### config.mk
export PLATFORM = sky130hd
export DESIGN_NAME = mipd_queue
export DESIGN_NICKNAME = d
export VERILOG_FILES = /design/src/hdl/mipd_queue.sv
export SDC_FILE = /design/constraint.sdc
export NUM_CORES = 1
export LEC_CHECK = 0
export BUFFER_PORTS_ARGS = -buffer_cell sky130_fd_sc_hd__buf_2
export CORE_MARGIN = 1.5
export CORE_UTILIZATION = 53
export DETAILED_ROUTE_END_ITERATION = 8
export PLACE_DENSITY = 0.71
export SLEW_MARGIN = 20
export SYNTH_ARGS = -nofsm -noshare
export SYNTH_HDL_FRONTEND = slang
export SYNTH_SLANG_ARGS = --single-unit
export TNS_END_PERCENT = 50
### constraint.sdc
create_clock -name clock -period 2.7 [get_ports clock]
set_input_delay 0.135 -clock clock [delete_from_list [all_inputs] [get_ports clock]]
set_output_delay 0.135 -clock clock [all_outputs]
set_load 0.03 [all_outputs]
### src/hdl/mipd_queue.sv
// Small register queue between front and back end.
module mipd_queue #(
   parameter int DW = 8
) (
   input  logic          clock,
   input  logic          reset,
   input  logic          push,
   input  logic [DW-1:0] push_data,
   output logic          full,
   input  logic          pop,
   output logic          head_valid,
   output logic [DW-1:0] head_data
);
   localparam int DEPTH = 4;

   logic [DW-1:0] slot_ff [DEPTH];
   logic [1:0]    wr_ff, rd_ff;
   logic [2:0]    cnt_ff;
   logic          do_pop;

   assign full = (cnt_ff == 3'(DEPTH));
   assign head_valid = (cnt_ff != '0);
   assign head_data = slot_ff[rd_ff];
   assign do_pop = pop && head_valid;

   always_ff @(posedge clock) begin
      if (reset) begin
         wr_ff  <= '0;
         rd_ff  <= '0;
         cnt_ff <= '0;
      end else begin
         if (push) wr_ff <= wr_ff + 2'd1;
         if (do_pop) rd_ff <= rd_ff + 2'd1;
         if (push && !do_pop) begin
            cnt_ff <= cnt_ff + 3'd1;
         end else if (do_pop && !push) begin
            cnt_ff <= cnt_ff - 3'd1;
         end
      end
   end

   always_ff @(posedge clock) begin
      if (push) slot_ff[wr_ff] <= push_data;
   end

endmodule

==> impl_metrics.py <==
metrics = {
    "layout": {
        "drive_above_1_share_pct": 32.5,
        "diodes": 0,
        "fillers": 202,
        "register_area_um2": 1140,
        "multi_input_area_um2": 447,
        "final_cell_mix": "edfxtp_1, buf_2, dfxtp_1",
        "finalNonFillerCells": 148,
        "area_growth_pct": 14.4,
        "nets": 134,
        "final_common_cell": "edfxtp_1",
    },
    "logic_synthesis": {
        "syn_area_per_cell_um2": 18.8,
        "syn-num-nets": 104,
        "synth_area_um2": 1620,
        "synth_seq_cells": 41,
        "synth_seq_area_share_pct": 70.5,
        "ys_types": 21,
        "synth_ff_type": "edfxtp_1",
        "ys_async_sr_fraction_pct": 0,
        "synth_edf_count": 32,
        "syn_inst": 86,
        "yosys_warnings": 0,
    },
    "worst_setup_path": {
        "path_buf_inv": 1,
        "crit_family": "adder cells",
        "arrival_ps": 2380,
        "crit_path_start_kind": "register",
        "slowest_delay_ps": 400,
        "cp.required_ps": 2960,
        "end_kind": "register",
        "cp_slowest_cell": "dfxtp_1",
        "path_max_fanout": 6,
        "ff2ff_path_depth": 7,
        "cp.depth": 7,
        "worstSetupPathType": "register to register",
        "path_cells": "o31ai_4 -> ha_1 -> inv_1 -> fa_1 -> xor2_1 -> or3_1 -> a21oi_1",
        "rrSetupSlack_ps": 580,
    },
    "timing": {
        "worstMarginPinSlew_ps": 559,
        "hold_viol": 0,
        "setup_viol": 0,
        "report.final.slew_viol_count": 0,
        "period_needed_ps": 2120,
        "clock_skew_ps": 6.40,
        "rsz0062_at_grt": "false",
        "period_share_pct": 78.4,
        "tns_ps": 0,
        "max_freq_ghz": 0.472,
        "relSlewSlack_pct": 62.7,
    },
    "min_path": {
        "min_path_type": "primary input to register",
        "hold_path_depth": 1,
    },
    "routing": {
        "drcViolationCount": 3,
        "drt_iter0_drc": 21,
        "via_count": 797,
        "drt_pass1_iterations": 6,
        "drt_wl_total_um": 2340,
        "vias_per_cell": 5.39,
        "drtAntennaViolNets": 0,
        "wl_per_cell_um": 15.8,
    },
    "cts": {
        "insertion_delay_ps": 330,
        "h-tree-depth": 2,
        "clock-sinks": 41,
        "numCtsBuffers": 5,
        "clk_path_buf_depth": 2,
        "clk_pin_slew_ps": 110,
        "post-cts-setup-buffer-count": 0,
        "cts_tree": "yes",
        "cts-root-buf": "clkbuf_4",
    },
    "placement": {
        "gp_congestion": 0.742,
        "placed_cells": 135,
        "place.detailed.hpwl_um": 1610,
        "port_buffers": 21,
    },
    "floorplanning": {
        "start_util_pct": 57.2,
        "die_y_um": 58.3,
        "die-area_um2": 3400,
        "design.core.area_um2": 2830,
        "io_pins": 22,
        "fp.dieW_um": 58.3,
        "rows": 19,
    },
    "power": {
        "cellLeakagePower_nw": 0.673,
        "p_per_area_nw_per_um2": 857,
        "ir_worst_vdd_mv": 0.643,
    },
    "global_routing": {
        "grtUsageTotal_pct": 16.3,
        "grt_overflow": 0,
        "use_met2_pct": 26.2,
        "grt_max_degree": 13,
        "grt_pass1_vias": 815,
        "grt_busiest_layer": "met2",
        "grt_pass1_wl_um": 3790,
        "met3_usage_pct": 4.91,
        "gr-usage-met1_pct": 19.4,
        "antenna_found_initial": 0,
    },
    "status": {
        "violations": "design-rule violations",
        "outcome": "finished with violations",
    },
    "run": {
        "cap_violations": 0,
    },
}
-- stage by stage --
step,power [mW],setup WS [ps],area (um2),utilization [%],hold WS (ps)
finish,1.59,582,1850,65.5,17.5
global route,1.68,439,1850,65.5,0.135
CTS,1.60,594,1820,64.4,3.11
detailed placement,1.30,616,1740,61.6,355
global placement,1.29,739,1740,61.6,346
floorplan,1.20,785,1620,-,234
-- synth_stat cells (2+ instances only) --
cell / number / area share, %
edfxtp_1: 32 / 59
xor2_1: 4 / 2.2
dfxtp_1: 9 / 11
mux2i_1: 2 / 1.2
inv_1: 3 / 0.70
mux4_2: 8 / 11
ha_1: 5 / 3.9
and2_1: 4 / 1.5
nor2_1: 7 / 1.6
-- worst register-to-register path, delay by kind of cell (launching register included) --
family / cells / cell delay, ps
adders and majority gates: 2 / 600
DFF: 1 / 400
xor gates and xnor gates: 1 / 180
and+or+nand+nor: 1 / 320
AOI/OAI and AO/OA: 2 / 470
buffers and inverters: 1 / 60
-- cells by family after synthesis --
family / synth area share, %
AND/OR/NAND/NOR: 4.48
XOR/XNOR: 2.70
buffers and inverters: 1.93
AO/OA/AOI/OAI: 2.94
flip-flops: 70.5
multiplexers: 12.4
adder cells (fa/ha/maj): 5.10
-- state kept, by name, indices dropped and copies added (netlist names), named ones only --
name     count
wr_ff        2
slot_ff     32
cnt_ff       3
rd_ff        2
-- power by group --
part | switching, mW | internal (mW)
Sequential | 0.0931 | 0.743
Combinational | 0.244 | 0.205
Clock | 0.173 | 0.129
-- final timing paths --
kind                 from            end
max reg2reg     cnt_ff[1]      cnt_ff[2]
min reg2reg      rd_ff[1]       rd_ff[1]
max             cnt_ff[1]      cnt_ff[2]
min          push_data[2]  slot_ff[3][2]
-- routing by layer --
layer  wire length (um)  part of all wire (%)  vias up
li1                   -                     -      387
met1                985                    42      386
met2               1200                    51       19
met3                107                   4.6        5
met4                 48                   2.1        0
met5                  0                     0        -
-- timing repair --
action,CTS,global route
endpoints found under the hold margin,5,10
resized for setup,0,0
hold buffers,2,3
-- area by class of cell --
cell class / count / share of cell area, %
sequential: 41 / 61.6
multi-input combinational: 39 / 24.1
timing repair buffer: 26 / 8.38
clock buffer: 8 / 3.18
tap: 31 / 2.09
inverter: 3 / 0.608
Power figures use the tool's default switching activity.
